**src/multilevel_priority_ready_queue_top_assert.svh**
```systemverilog
// Assertion macros for the ready queue top level.
`ifndef MULTILEVEL_PRIORITY_READY_QUEUE_TOP_ASSERT_SVH
`define MULTILEVEL_PRIORITY_READY_QUEUE_TOP_ASSERT_SVH

// Same-cycle implication, sampled on clk, off while in reset.
`define MLPRQ_ASSERT_NOW(label, ante, cons, msg) \
    label: assert property (@(posedge clk) disable iff (!rst_n) (ante) |-> (cons)) \
        else $error(msg);

// Next-cycle implication, sampled on clk, off while in reset.
`define MLPRQ_ASSERT_NEXT(label, ante, cons, msg) \
    label: assert property (@(posedge clk) disable iff (!rst_n) (ante) |=> (cons)) \
        else $error(msg);

`endif

```
**src/mlprq_pkg.sv**
```systemverilog
// Shared constants, codes and types of the ready queue.
package mlprq_pkg;

    localparam int PROC_SLOTS = 64;
    localparam int LEVELS     = 8;
    localparam int NFIFO      = 2 * LEVELS;
    localparam int FIFO_W     = $clog2(NFIFO);
    localparam int LVL_W      = (LEVELS > 1) ? $clog2(LEVELS) : 1;
    localparam int PTR_W      = $clog2(PROC_SLOTS);
    localparam int CNT_W      = $clog2(PROC_SLOTS + 1);
    localparam int ENT_DEPTH  = NFIFO * PROC_SLOTS;
    localparam int ENT_AW     = $clog2(ENT_DEPTH);
    localparam int TOT_W      = $clog2(ENT_DEPTH + 1);
    localparam int ID_W       = 6;
    localparam int PRIO_W     = 3;
    localparam int MAXP_W     = 4;
    localparam logic [MAXP_W-1:0] MAX_PRIO_RST = 4'd4;

    typedef enum logic [1:0] {
        CMD_ADD   = 2'd0,
        CMD_GET   = 2'd1,
        CMD_EMPTY = 2'd2,
        CMD_NOP   = 2'd3
    } cmd_t;

    typedef enum logic [1:0] {
        FROM_CREATED = 2'd0,
        FROM_BLOCKED = 2'd1,
        FROM_RUNNING = 2'd2,
        FROM_OTHER   = 2'd3
    } origin_t;

    typedef enum logic [1:0] {
        ST_OK    = 2'd0,
        ST_FULL  = 2'd1,
        ST_RANGE = 2'd2
    } status_t;

    // Per-FIFO descriptor held in the descriptor memory.
    typedef struct packed {
        logic [PTR_W-1:0] head;
        logic [PTR_W-1:0] tail;
        logic [CNT_W-1:0] count;
    } desc_t;

endpackage

```
**src/mlprq_level_pick.sv**
```systemverilog
// Highest non-empty level among the FIFOs of one bank.
module mlprq_level_pick (
    input  logic [mlprq_pkg::LEVELS-1:0]     req,
    output logic                             found,
    output logic [mlprq_pkg::LVL_W-1:0]      level
);

    always_comb
    begin
        found = 1'b0;
        level = '0;
        // Ascending scan: the last hit is the highest level.
        for (int i = 0; i < mlprq_pkg::LEVELS; i++)
        begin
            if (req[i])
            begin
                found = 1'b1;
                level = mlprq_pkg::LVL_W'(i);
            end
        end
    end

endmodule

```
**config.mk**
```make
export PLATFORM = sky130hd
export DESIGN_NAME = mlprq_level_pick
export DESIGN_NICKNAME = d
export VERILOG_FILES = /design/src/multilevel_priority_ready_queue_top_assert.svh /design/src/mlprq_pkg.sv /design/src/mlprq_level_pick.sv
export SDC_FILE = /design/constraint.sdc
export NUM_CORES = 1
export LEC_CHECK = 0
export CAP_MARGIN = 20
export CORE_AREA = 2 2 39 41
export DETAILED_ROUTE_END_ITERATION = 6
export DIE_AREA = 0 0 41 43
export DONT_BUFFER_PORTS = 1
export PLACE_DENSITY = 0.3
export SYNTH_ARGS = -nofsm -noshare
export SYNTH_HDL_FRONTEND = slang
export SYNTH_SLANG_ARGS = --single-unit
```
**constraint.sdc**
```tcl
create_clock -name vclk -period 0.8
set_input_delay 0.04 -clock vclk [all_inputs]
set_output_delay 0.04 -clock vclk [all_outputs]
set_load 0.01 [all_outputs]
```
==> flow_summary.yaml <==
outcome:
  status: "completed"
global_routing:
  grt_start_max_net_pins: 4
  grt_pass1_vias: 60
  grt_use_total_pct: 2.20
  grt_pass1_wl_um: 262
  antenna_found_initial: 0
  grt_overflow: 0
power:
  p_clk_share_pct: 0
  total_power_mw: 0.0246
  p_leak_nw: 0.0222
  seqPwrFrac_pct: 0
  power_density_nw_per_um2: 317
  power_switching_mw: 0.0163
  vdd_ir_drop_max_v: 0.0000186
  p_sw_share_pct: 66.3
  comb_power_share_pct: 100.0
  p_int_mw: 0.00829
timing:
  tns_ns: 0
  hold_violations: 0
  slew_violations: 0
  fin_ws_ns: 0.268
  fmax_ghz: 1.88
  worst_slew_pin_slew_ns: 0.404
  relSlewSlack_pct: 72.8
  min_period_ns: 0.532
  rsz0062_at_grt: "no"
  setup_viol: 0
  period_share_pct: 66.5
  hold_ws_ns: 0.173
routing:
  ant_nets: 0
  wirelength_um: 250
  drt-initial-drc-count: 3
  drc: 0
  wl_met1_um: 81
  topRoutingLayerUsed: "met3"
  vias: 84
  dr_wl_met3_um: 29
  wl_met2_um: 139
  wl_per_cell_um: 8.93
  viasPerCell: 3.00
  dr.pass1.iters: 4
die:
  start_util_pct: 4.16
  die_area_um2: 1760
  rows: 14
  ios: 12
  die_y_um: 43
  core-area_um2: 1380
  die_w_um: 41
critical_path:
  crit_fanout: 2
  cp.arrival_ns: 0.49
  start_kind: "input port"
  crit_required_ns: 0.76
  critPathKind: "in2out"
  endpoint_kind: "primary output"
placement:
  io_buffers: 0
  preCtsSetupSlack_ns: 0.257
  gp_congestion: 0.418
  dpl_cell_area_um2: 77.6
  dp_cells: 28
synth:
  synthCells: 12
  avgSynthCellArea_um2: 4.80
  ys_top_cells_by_area: "nor2_1, o31ai_1, a21oi_1"
  yosys.area.top_type: "nor2_1"
  ys_warn_count: 0
  syn-cell-area_um2: 57.6
  ys_types: 7
  syn_nets: 20
  synth_top_area_share_pct: 26.1
  synth-seq-area-share_pct: 0
clock_tree:
  post_cts_resized: 0
  holdBufCountCts: 0
  post-cts-setup-buffers: 0
final_layout:
  stdcell_area_um2: 77.6
  sequential_cell_total: 0
  regArea_um2: 0
  final_cell_mix: "nor2_1, o31ai_1, a21oi_1"
  clock_buffers: 0
  fin_nets: 22
  areaGrowthSynthToFinish_pct: 34.8
  finalNonFillerCells: 28
  multi_input_area_um2: 50.0
  antenna_cells: 0
  drive_above_1_share_pct: 0
  layout_commonest_cell: "nor2_1"
  finish.utilization_pct: 5.61
  fillerInstances: 167
worst_hold_path:
  hp-class: "in2out"
flow_run:
  cap_violations: 0
## critical path, cell delays in order
cell,delay [ns]
clkinv_1,0.02
a21oi_1,0.07
o31ai_1,0.36
## cell usage after synthesis
cell      count
nor2_1        4
a21oi_1       2
o31ai_1       2
clkinv_1      1
inv_1         1
nand2_1       1
nand4_1       1
## power by group through the flow
stage / registers, mW / clock network (mW) / logic, mW
global route: 0 / 0 / 0.0286
finish: 0 / 0 / 0.0246
floorplan: 0 / 0 / 0.0206
global placement: 0 / 0 / 0.0250
detailed placement: 0 / 0 / 0.0251
CTS: 0 / 0 / 0.0252
## worst paths after layout
kind	slack, ns	to	depth (start not counted)	startpoint
max	0.27	level[0]	3	req[2]
min	0.17	level[0]	1	req[4]
## metal layers
layer / vias up / GRT usage [%]
met5: - / 0
met4: 0 / 0
met3: 0 / 0
met2: 6 / 4.69
met1: 35 / 2.22
li1: 43 / -
## area by class of cell
cell class | instances | share of cell area (%)
Multi-Input combinational cell | 10 | 64.5
Tap cell | 16 | 25.8
Inverter | 2 | 9.68
## logic make-up (layout without fill, tap and decap cells)
logic type,after synthesis,count (layout),share of synthesized area (%)
simple gates,6,6,43.5
compound gates,4,4,43.5
buf+inv,2,2,13.0
(Power assumes the default switching activity.)
