$ cat src/multilevel_priority_ready_queue_top_assert.svh
// Assertion macros for the ready queue top level.
`ifndef MULTILEVEL_PRIORITY_READY_QUEUE_TOP_ASSERT_SVH
`define MULTILEVEL_PRIORITY_READY_QUEUE_TOP_ASSERT_SVH

// Same-cycle implication, sampled on clk, off while in reset.
`define MLPRQ_ASSERT_NOW(label, ante, cons, msg) \
    label: assert property (@(posedge clk) disable iff (!rst_n) (ante) |-> (cons)) \
        else $error(msg);

// Next-cycle implication, sampled on clk, off while in reset.
`define MLPRQ_ASSERT_NEXT(label, ante, cons, msg) \
    label: assert property (@(posedge clk) disable iff (!rst_n) (ante) |=> (cons)) \
        else $error(msg);

`endif

$ cat src/mlprq_pkg.sv
// Shared constants, codes and types of the ready queue.
package mlprq_pkg;

    localparam int PROC_SLOTS = 64;
    localparam int LEVELS     = 8;
    localparam int NFIFO      = 2 * LEVELS;
    localparam int FIFO_W     = $clog2(NFIFO);
    localparam int LVL_W      = (LEVELS > 1) ? $clog2(LEVELS) : 1;
    localparam int PTR_W      = $clog2(PROC_SLOTS);
    localparam int CNT_W      = $clog2(PROC_SLOTS + 1);
    localparam int ENT_DEPTH  = NFIFO * PROC_SLOTS;
    localparam int ENT_AW     = $clog2(ENT_DEPTH);
    localparam int TOT_W      = $clog2(ENT_DEPTH + 1);
    localparam int ID_W       = 6;
    localparam int PRIO_W     = 3;
    localparam int MAXP_W     = 4;
    localparam logic [MAXP_W-1:0] MAX_PRIO_RST = 4'd4;

    typedef enum logic [1:0] {
        CMD_ADD   = 2'd0,
        CMD_GET   = 2'd1,
        CMD_EMPTY = 2'd2,
        CMD_NOP   = 2'd3
    } cmd_t;

    typedef enum logic [1:0] {
        FROM_CREATED = 2'd0,
        FROM_BLOCKED = 2'd1,
        FROM_RUNNING = 2'd2,
        FROM_OTHER   = 2'd3
    } origin_t;

    typedef enum logic [1:0] {
        ST_OK    = 2'd0,
        ST_FULL  = 2'd1,
        ST_RANGE = 2'd2
    } status_t;

    // Per-FIFO descriptor held in the descriptor memory.
    typedef struct packed {
        logic [PTR_W-1:0] head;
        logic [PTR_W-1:0] tail;
        logic [CNT_W-1:0] count;
    } desc_t;

endpackage

$ cat src/mlprq_desc_ram.sv
// FIFO descriptor memory (head, tail, fill) with per-entry valid bits.
module mlprq_desc_ram (
    input  logic                             clk,
    input  logic                             rst_n,
    input  logic                             rd_en,
    input  logic [mlprq_pkg::FIFO_W-1:0]     rd_addr,
    output mlprq_pkg::desc_t                 rd_data,
    input  logic                             wr_en,
    input  logic [mlprq_pkg::FIFO_W-1:0]     wr_addr,
    input  mlprq_pkg::desc_t                 wr_data
);

    mlprq_pkg::desc_t                  mem [mlprq_pkg::NFIFO];
    mlprq_pkg::desc_t                  rd_q_reg;
    logic [mlprq_pkg::NFIFO-1:0]       vld_reg;
    logic                              rd_vld_reg;

    always_ff @(posedge clk)
    begin
        if (wr_en)
        begin
            mem[wr_addr] <= wr_data;
        end
        if (rd_en)
        begin
            rd_q_reg <= mem[rd_addr];
        end
    end

    always_ff @(posedge clk or negedge rst_n)
    begin
        if (!rst_n)
        begin
            vld_reg    <= '0;
            rd_vld_reg <= 1'b0;
        end
        else
        begin
            if (wr_en)
            begin
                vld_reg[wr_addr] <= 1'b1;
            end
            if (rd_en)
            begin
                rd_vld_reg <= vld_reg[rd_addr];
            end
        end
    end

    // A never-written descriptor reads as all zero.
    assign rd_data = rd_vld_reg ? rd_q_reg : '0;

endmodule

$ cat config.mk
export PLATFORM = sky130hd
export DESIGN_NAME = mlprq_desc_ram
export DESIGN_NICKNAME = d
export VERILOG_FILES = /design/src/multilevel_priority_ready_queue_top_assert.svh /design/src/mlprq_pkg.sv /design/src/mlprq_desc_ram.sv
export SDC_FILE = /design/constraint.sdc
export NUM_CORES = 1
export LEC_CHECK = 0
export BUFFER_PORTS_ARGS = -buffer_cell sky130_fd_sc_hd__buf_4
export CORE_MARGIN = 2
export CORE_UTILIZATION = 55
export DETAILED_ROUTE_END_ITERATION = 6
export MAX_ROUTING_LAYER = met4
export PLACE_DENSITY_LB_ADDON = 0.1
export SLEW_MARGIN = 20
export SYNTH_ARGS = -nofsm -noshare
export SYNTH_HDL_FRONTEND = slang
export SYNTH_SLANG_ARGS = --single-unit
$ cat constraint.sdc
create_clock -name clk -period 1.6 [get_ports clk]
set_input_delay 0 -clock clk [delete_from_list [all_inputs] [get_ports clk]]
set_output_delay 0 -clock clk [all_outputs]
set_load 0.1 [all_outputs]
==> results of run 1 <==
==> worst paths after layout <==
| check | end |
|---|---|
| setup / recovery | rd_q_reg[10] |
| setup reg to reg | rd_q_reg[10] |
| hold / removal | mem[0][16] |
| hold reg to reg | vld_reg[2] |
| min in group asynchronous | vld_reg[6] |
| max in group asynchronous | rd_vld_reg |
==> through the flow <==
step	std cells	TNS (ns)
finish	992	-0.00473
global route	992	-0.200
CTS	992	-0.0301
detailed placement	905	-2.80
global placement	905	-2.47
floorplan	525	-10.77
==> power breakdown <==
group / internal (W) / leakage (nW) / switching, W
clock network: 0.00484 / 0.568 / 0.00320
logic: 0.000829 / 1.40 / 0.00140
registers: 0.0100 / 3.11 / 0.000103
==> per-layer routing <==
metal,vias to the layer above,global-route usage (%),routed length (um)
met5,-,-,0
met4,0,5.11,366
met3,37,4.08,1630
met2,202,36.5,13300
met1,3158,32.6,11000
li1,2475,-,-
==> cell usage after synthesis <==
library cell	n	share of area, %
nand2b_1	2	0.096
dfrtp_1	17	3.3
nor3_1	4	0.15
or2_2	16	0.77
mux4_1	24	4.9
nand3_1	1	0.039
or3b_2	1	0.067
nand2_1	1	0.029
nand3b_1	2	0.12
mux4_2	75	13
clkbuf_4	1	0.058
and2_1	19	0.92
mux2i_1	3	0.23
buf_2	2	0.077
edfxtp_1	323	75
mux2_2	1	0.087
buf_1	1	0.029
buf_4	1	0.058
buf_6	9	0.78
nor2_1	12	0.35
clkbuf_1	10	0.29
==> area by class of cell <==
| class | instances | area, um^2 |
|---|---|---|
| Multi-Input combinational cell | 161 | 2700 |
| Clock inverter | 8 | 72.6 |
| Timing Repair Buffer | 108 | 1160 |
| Clock buffer | 56 | 1090 |
| Sequential cell | 340 | 10100 |
| Tap cell | 319 | 399 |
| Fill cell | 1536 | 7780 |
==> what timing repair did <==
| item | CTS | global route |
|---|---|---|
| resized for setup | 15 | 25 |
| hold buffers | 22 | 0 |
| endpoints found under the hold margin | 340 | 0 |
| gates cloned | 0 | 0 |
| setup buffers | 1 | 0 |
| setup endpoints to repair | 26 | 26 |
==> cells by family after synthesis <==
| kind of cell | count (synthesis) |
|---|---|
| buf+inv | 24 |
| flops | 340 |
| mux | 103 |
| simple gates | 58 |
==> worst max-delay path: stages (launching register included) <==
cell      delay (ns)
edfxtp_1        0.38
mux4_2          0.47
mux4_2          0.48
==> cells in the final DEF (no fill, tap or decap), types with 2 or more instances in the layout <==
cell type / n
and2_1: 17
and2_2: 2
buf_12: 20
buf_4: 54
buf_6: 11
clkbuf_1: 11
clkbuf_16: 38
clkbuf_8: 7
clkinv_1: 3
dfrtp_1: 16
dlygate4sd3_1: 22
edfxtp_1: 323
inv_6: 2
mux2i_1: 3
mux4_1: 6
mux4_2: 93
nand2b_1: 2
nand3b_1: 2
nor2_2: 12
nor3_4: 4
or2_2: 16
==> impl_metrics.ini, run 1 <==
[cts]
cts_sinks = 340
clk_pin_slew_ns = 0.06
cts_buffers = 36
root_buffer = clkbuf_16
clk_latency_ns = 0.51
cts_max_path_buffers = 3
cts_max_level = 2
cts_tree = yes

[setup_path]
reg2reg_from = mem[14][10]
cp_data_required_time_ns = 1.84
worstPathMaxFanout = 1
worstSetupEndpointType = flop
reg2reg_depth = 2
start_kind = flop
arrival_ns = 1.85
critPathKind = flop to flop
ff2ff_setup_slack_ns = -0.003
worstSetupStartpoint = mem[14][10]

[routing]
drt_first_iter_violations = 575
drt-pass1-iter-count = 5
drt_wl_total_mm = 26.3
route.detailed.drc = 0
vias_per_cell = 5.92
drtAntennaViolNets = 0
wl_per_cell_um = 26.5
num_vias = 5872

[die]
start_util_pct = 55.6
design.die.area_um2 = 24800
die_width_um = 158
num_io_pins = 50
dieHeight_um = 158
row_count = 56
core_area_um2 = 23300

[layout]
area_delta_synth_final_pct = 19.8
largest_register_ffs = 304
layout.nets = 678
drive_gt1_share_pct = 39.5
fin_util_pct = 66.7
fin_area_um2 = 15600
num_antenna_cells = 0

[sta]
hold_viol_final = 0
worst_pin_slew_ns = 0.751
setup_slack_ns = -0.00255
fmax_mhz = 624
finalClockSkew_ns = 0.0180
slew_violations = 0
finalSetupViolCount = 2
rsz0062_at_grt = yes
fin_crit_ns = 1.60
worst_hold_slack_ns = 0.0781
slew_headroom_pct = 49.8
min_period_over_period_pct = 100

[power_and_ir_drop]
total_power_w = 0.0204
vdd_drop_max_mv = 0.820
powerDensity_nw_per_um2 = 1310
power_leakage_nw = 5.07

[global_routing]
grt.overflow.total = 0
grt_max_degree = 34
grt_first_pass_wirelength_mm = 39.3
grt_pass1_vias = 6207
grt.total_usage_pct = 23.2
grt_antenna_before_repair = 0

[synth]
synth_top_family_by_area = multiplexers
synth_cell_types = 21
synth.net_count = 556
syn_area_per_cell_um2 = 24.7
yosysWarnings = 0
synthCells = 525
ys_seq_area_share_pct = 78.0
synth_adder_area_share_pct = 0
syn-cell-area_um2 = 13000
synth_seq_cells = 340
yosys.area_share.simple_pct = 2.53
synthXorXnorAreaFrac_pct = 0
synth_compound_area_share_pct = 0
muxShareOfSynthArea_pct = 18.2

[job]
drv_cap = 0

[status]
violations = negative setup slack
status = complete, but fails checks

[place]
placed_area_um2 = 14200
hpwl_mm = 14.4
place_ws_ns = -0.170
io_buffers = 49
gp_congestion = 0.714

[hold_path]
hp-start = wr_addr[0]
hold_depth = 3
hold_path_class = primary input to flop
(Power assumes the default switching activity.)
==> inputs of run 2 (changes only) <==
--- a/config.mk
+++ b/config.mk
@@ -5,10 +5,10 @@
 export SDC_FILE = /design/constraint.sdc
 export NUM_CORES = 1
 export LEC_CHECK = 0
-export BUFFER_PORTS_ARGS = -buffer_cell sky130_fd_sc_hd__buf_4
 export CORE_MARGIN = 2
-export CORE_UTILIZATION = 55
+export CORE_UTILIZATION = 57
 export DETAILED_ROUTE_END_ITERATION = 6
+export DONT_BUFFER_PORTS = 1
 export MAX_ROUTING_LAYER = met4
 export PLACE_DENSITY_LB_ADDON = 0.1
 export SLEW_MARGIN = 20
==> run 2 against run 1 <==
  * Fmax increased by 0.72%
  * Utilization is 1.4 points higher
  * Routed wire length is 0.28% lower
  * Combinational power increased by 3%
  * Global-route usage up 0.31 points
  * First-iteration DRC count up 6.4%
  * Setup slack gained 0.012 ns
  * Power fell by 2.0%
  * The run ends with negative hold slack left
  * Hold slack lost 0.083 ns
==> impl_metrics.ini, run 2 (synthesis gave the netlist of run 1 again) <==
[sta]
slew_headroom_pct = 46.9
finalSetupViolCount = 0
worst_hold_slack_ns = -0.00532
hold_viol_final = 1
worst_pin_slew_ns = 0.794
finalClockSkew_ns = 0.0133
fin_setup_tns_ns = 0
rsz0062_at_grt = yes
fin_crit_ns = 1.59
min_period_over_period_pct = 99.4
setup_slack_ns = 0.00897
slew_violations = 0
fmax_mhz = 629

[setup_path]
worstPathMaxFanout = 1
cpMaxStageDelayCell = mux4_2
cp_data_required_time_ns = 1.84
reg2reg_from = mem[3][0]
crit_chain = mux4_2, mux4_2
start_kind = flop
critPathBufInv = 0
worstSetupStartpoint = mem[3][0]
path_delay_family = multiplexers
reg2reg_depth = 2
timing.rr.end = rd_q_reg[0]
crit_top_cell = mux4_2
ff2ff_setup_slack_ns = 0.009
worstSetupEndpointType = flop
arrival_ns = 1.83
critPathKind = flop to flop
cpPeakStageDelay_ns = 0.51

[hold_path]
hp-start = rd_addr[1]
hold_end = rd_q_reg[18]
hold_path_class = primary input to flop
hold_depth = 2

[routing]
drt-pass1-iter-count = 5
num_vias = 5750
route.detailed.drc = 0
drtAntennaViolNets = 0
drt_wl_total_mm = 26.2
wl_per_cell_um = 28.6
drt_first_iter_violations = 612
vias_per_cell = 6.27

[layout]
layout.nets = 640
fin_area_um2 = 15300
layout_common_cells = edfxtp_1 (323), mux4_2 (97), buf_12 (39)
largest_register_ffs = 304
area_delta_synth_final_pct = 18.0
drive_gt1_share_pct = 35.0
final_common_cell = edfxtp_1
fillers = 1414
finalNonFillerCells = 917

[place]
place_ws_ns = -0.0243
placed_area_um2 = 14000
io_buffers = 0
gp_congestion = 0.722
dp_cells = 826
hpwl_mm = 13.0

[power_and_ir_drop]
pwr-share-seq_pct = 50.7
power_leakage_nw = 4.89
clockPowerShare_pct = 37.9
power_switching_w = 0.00448
p_int_w = 0.0155
powerDensity_nw_per_um2 = 1310
pwr-share-comb_pct = 11.5
vdd_drop_max_mv = 0.889
switching_share_pct = 22.4

[die]
core_area_um2 = 22500
design.die.area_um2 = 24000
die_width_um = 155
start_util_pct = 57.7
row_count = 55
num_io_pins = 50
dieHeight_um = 155

[cts]
cts_max_path_buffers = 3
cts_tree = yes
cts_max_level = 2
cts_sinks = 340
clk_pin_slew_ns = 0.06
cts_buffers = 35
clk_latency_ns = 0.50
root_buffer = clkbuf_16

[status]
violations = negative hold slack
status = complete, but fails checks

[global_routing]
grt_antenna_before_repair = 0
grt_pass1_vias = 6224
grt_first_pass_wirelength_mm = 39.1
grt.total_usage_pct = 23.5
grt.overflow.total = 0
grt_max_degree = 81

[job]
drv_cap = 0
-- run 2: cell types whose count changed in the layout (fill, tap and decap cells not counted), sizes merged --
cell,delta
buf,-41
clkinv,+4
dlygate4sd3,+4
inv,-2
diode,+1
clkinvlp,+1
bufinv,+1
clkbuf,-9
-- run 2: worst reg2reg max path: stages (launching register included) --
cell and delay, ns:
edfxtp_1 0.37, mux4_2 0.51, mux4_2 0.46
-- run 2: how the worst max path moves through the flow --
stage | slack, ns | end | cells after the start
after detailed placement | -0.02 | rd_q_reg[14] | 2
after global routing | -0.02 | rd_q_reg[3] | 2
after CTS | 0.00004 | rd_q_reg[14] | 2
after global placement | 0.01 | rd_q_reg[3] | 2
final | 0.009 | rd_q_reg[0] | 2
after floorplan | -0.18 | mem[1][0] | 2
-- run 2: stage by stage --
stage | utilization, % | total power, W
2_1_floorplan | - | 0.0117
3_3_place_gp | 62.1 | 0.0123
3_5_place_dp | 62.1 | 0.0124
4_1_cts | 68.2 | 0.0201
5_1_grt | 68.1 | 0.0206
6_report | 68.1 | 0.0200
-- run 2: layer usage --
metal  GRT usage [%]  vias up  share of wire, %
li1                -     2406                 -
met1            34.5     3106                43
met2            36.1      203                50
met3            3.48       35               6.4
met4            5.38        0               1.5
met5               -        -                 0
-- run 2: layout make-up --
class	count	area (um^2)	area share (%)
Timing Repair Buffer	71	1090	7.09
Sequential cell	340	10100	66.1
Tap cell	285	357	2.33
Antenna cell	1	2.50	0.0163
Clock buffer	47	963	6.29
Clock inverter	12	105	0.686
Multi-Input combinational cell	161	2680	17.5
-- run 2: power groups by stage --
stage                     Sequential [W]  Clock, W  Combinational, W
after floorplan                   0.0103         0           0.00146
after global placement            0.0103         0           0.00201
after CTS                         0.0101   0.00773           0.00229
final                             0.0101   0.00758           0.00229
after detailed placement          0.0103         0           0.00203
after global routing              0.0102   0.00808           0.00238
-- run 2: repair_timing --
item                                    4_1_cts  5_1_grt
buffers inserted                              1        0
hold buffers                                 27        3
gates resized for setup                       9       15
hold endpoints to repair                    439       10
endpoints found under the setup margin       19       16
pin swaps                                     0        0
==> inputs of run 3 (changes only) <==
--- a/config.mk
+++ b/config.mk
@@ -5,6 +5,7 @@
 export SDC_FILE = /design/constraint.sdc
 export NUM_CORES = 1
 export LEC_CHECK = 0
+export CORE_ASPECT_RATIO = 0.75
 export CORE_MARGIN = 2
 export CORE_UTILIZATION = 57
 export DETAILED_ROUTE_END_ITERATION = 6
==> run 3 against run 2 <==
  * The flow finishes with violations (negative hold slack, negative setup slack)
  * Fmax is 1.7% lower
  * Flip-flop and latch count unchanged
  * Clock power is 4.7% lower
  * Clock skew up 0.0020 ns
  * Largest power group unchanged
  * Hold slack worse by 0.13 ns
  * First-iteration DRC count rose by 11%
  * Die area is essentially flat
  * Critical path depth is the same
  * Design area decreased by 0.60%
  * Global-route usage grew 0.37 points
==> impl_metrics.ini, run 3 (synthesis gave the netlist of run 1 again) <==
[layout]
drive_gt1_share_pct = 34.2
fillers = 1336
largest_register_ffs = 304
layout.nets = 635
finalNonFillerCells = 923
area_delta_synth_final_pct = 17.3
final_common_cell = edfxtp_1
fin_area_um2 = 15200
layout_common_cells = edfxtp_1 (323), mux4_2 (89), buf_12 (32)

[cts]
cts_buffers = 31
cts_sinks = 340
cts_hold_buf = 29
cts_max_path_buffers = 3
cts_tree = yes
root_buffer = clkbuf_16
cts_max_level = 1
clk_latency_ns = 0.55
clk_pin_slew_ns = 0.07
postCtsSetupRepairBufs = 0

[setup_path]
start_kind = flop
cpMaxStageDelayCell = mux4_2
crit_chain = mux4_2, mux4_2
worstPathMaxFanout = 1
critPathKind = flop to flop
cp_data_required_time_ns = 1.90
arrival_ns = 1.91
cpPeakStageDelay_ns = 0.49
worstSetupEndpointType = flop
crit_top_cell = mux4_2

[routing]
drt_wl_total_mm = 26.0
drtAntennaViolNets = 0
num_vias = 5729
wl_per_cell_um = 28.2
vias_per_cell = 6.21
drt-pass1-iter-count = 5
drt_first_iter_violations = 680
route.detailed.drc = 0

[hold_path]
hold_path_class = primary input to flop

[place]
io_buffers = 0
placed_area_um2 = 13900
hpwl_mm = 13.0
place_ws_ns = -0.0291
gp_congestion = 0.707
dp_cells = 836

[global_routing]
grt_first_pass_wirelength_mm = 39.0
grt_max_degree = 81
grt_antenna_before_repair = 1
grt.total_usage_pct = 23.8
grt.overflow.total = 0
grt_pass1_vias = 6082

[status]
status = complete, but fails checks
violations = negative hold slack, negative setup slack

[sta]
worst_hold_slack_ns = -0.137
finalSetupViolCount = 1
worst_pin_slew_ns = 0.779
rsz0062_at_grt = yes
slew_headroom_pct = 47.9
setup_slack_ns = -0.0185
fin_setup_tns_ns = -0.0185
hold_viol_final = 19
fin_crit_ns = 1.62
slew_violations = 0
min_period_over_period_pct = 101
finalClockSkew_ns = 0.0153
fmax_mhz = 618

[power_and_ir_drop]
power_leakage_nw = 4.88
power_switching_w = 0.00443
switching_share_pct = 22.6
pwr-share-comb_pct = 11.5
p_int_w = 0.0152
clockPowerShare_pct = 36.8
vdd_drop_max_mv = 0.963
powerDensity_nw_per_um2 = 1290
pwr-share-seq_pct = 51.7

[job]
drv_cap = 0

[die]
num_io_pins = 50
row_count = 47
design.die.area_um2 = 24000
core_area_um2 = 22200
dieHeight_um = 135
die_width_um = 178
start_util_pct = 58.4
## run 3: cell types whose count changed in the layout (fill, tap and decap cells not counted), moves of 2 or more
cell | before | now
buf_12 | 39 | 32
clkinv_1 | 6 | 4
clkinv_2 | 3 | 5
clkbuf_1 | 10 | 7
clkbuf_8 | 0 | 7
mux4_2 | 97 | 89
buf_4 | 6 | 10
clkbuf_16 | 37 | 31
mux4_1 | 2 | 10
## run 3: worst paths after layout
check / startpoint / slack [ns] / depth (start not counted) / endpoint
min in group asynchronous: rst_n / 0.53 / 2 / vld_reg[11]
hold reg to reg: vld_reg[15] / 0.46 / 1 / vld_reg[15]
hold / removal: rd_addr[1] / -0.14 / 3 / rd_vld_reg
setup reg to reg: mem[2][7] / -0.02 / 2 / rd_q_reg[7]
setup / recovery: mem[2][7] / -0.02 / 2 / rd_q_reg[7]
max in group asynchronous: rst_n / 0.59 / 2 / vld_reg[14]
## run 3: what timing repair did
action                     CTS  global route
resized for setup            8             9
cloned                       0             0
setup endpoints to repair   10            21
hold endpoints to repair   440            20
## run 3: power by group through the flow
stage                     clock network, W  logic (W)  registers, W
after floorplan                          0    0.00146        0.0103
after global placement                   0    0.00202        0.0103
after detailed placement                 0    0.00204        0.0103
after CTS                          0.00736    0.00227        0.0101
after global routing               0.00772    0.00235        0.0101
final                              0.00722    0.00226        0.0101
## run 3: per-layer routing
metal,vias to the layer above,wire length [um],global-route usage (%)
li1,2401,-,-
met1,3077,11300,36.0
met2,219,12600,35.8
met3,32,1730,3.58
met4,0,439,4.83
met5,-,0,-
## run 3: critical path: cells and delay by family (launching register included)
family	cells	cell delay, ns
flip-flops	1	0.39
multiplexers	2	0.96
## run 3: cell type report
cell class              instances  area [um^2]  share of cell area (%)
well taps                     294          368                    2.41
diodes                          1         2.50                  0.0164
flip-flops and latches        340        10100                    66.5
clock buffers                  45          898                    5.90
repair buffers                 70         1010                    6.66
multi-input cells             161         2720                    17.8
clock inverters                12          109                   0.715
## run 3: through the flow
stage	util [%]	total power (W)
floorplan	-	0.0117
global placement	62.7	0.0123
detailed placement	62.7	0.0123
CTS	68.6	0.0198
global route	68.5	0.0202
finish	68.5	0.0196
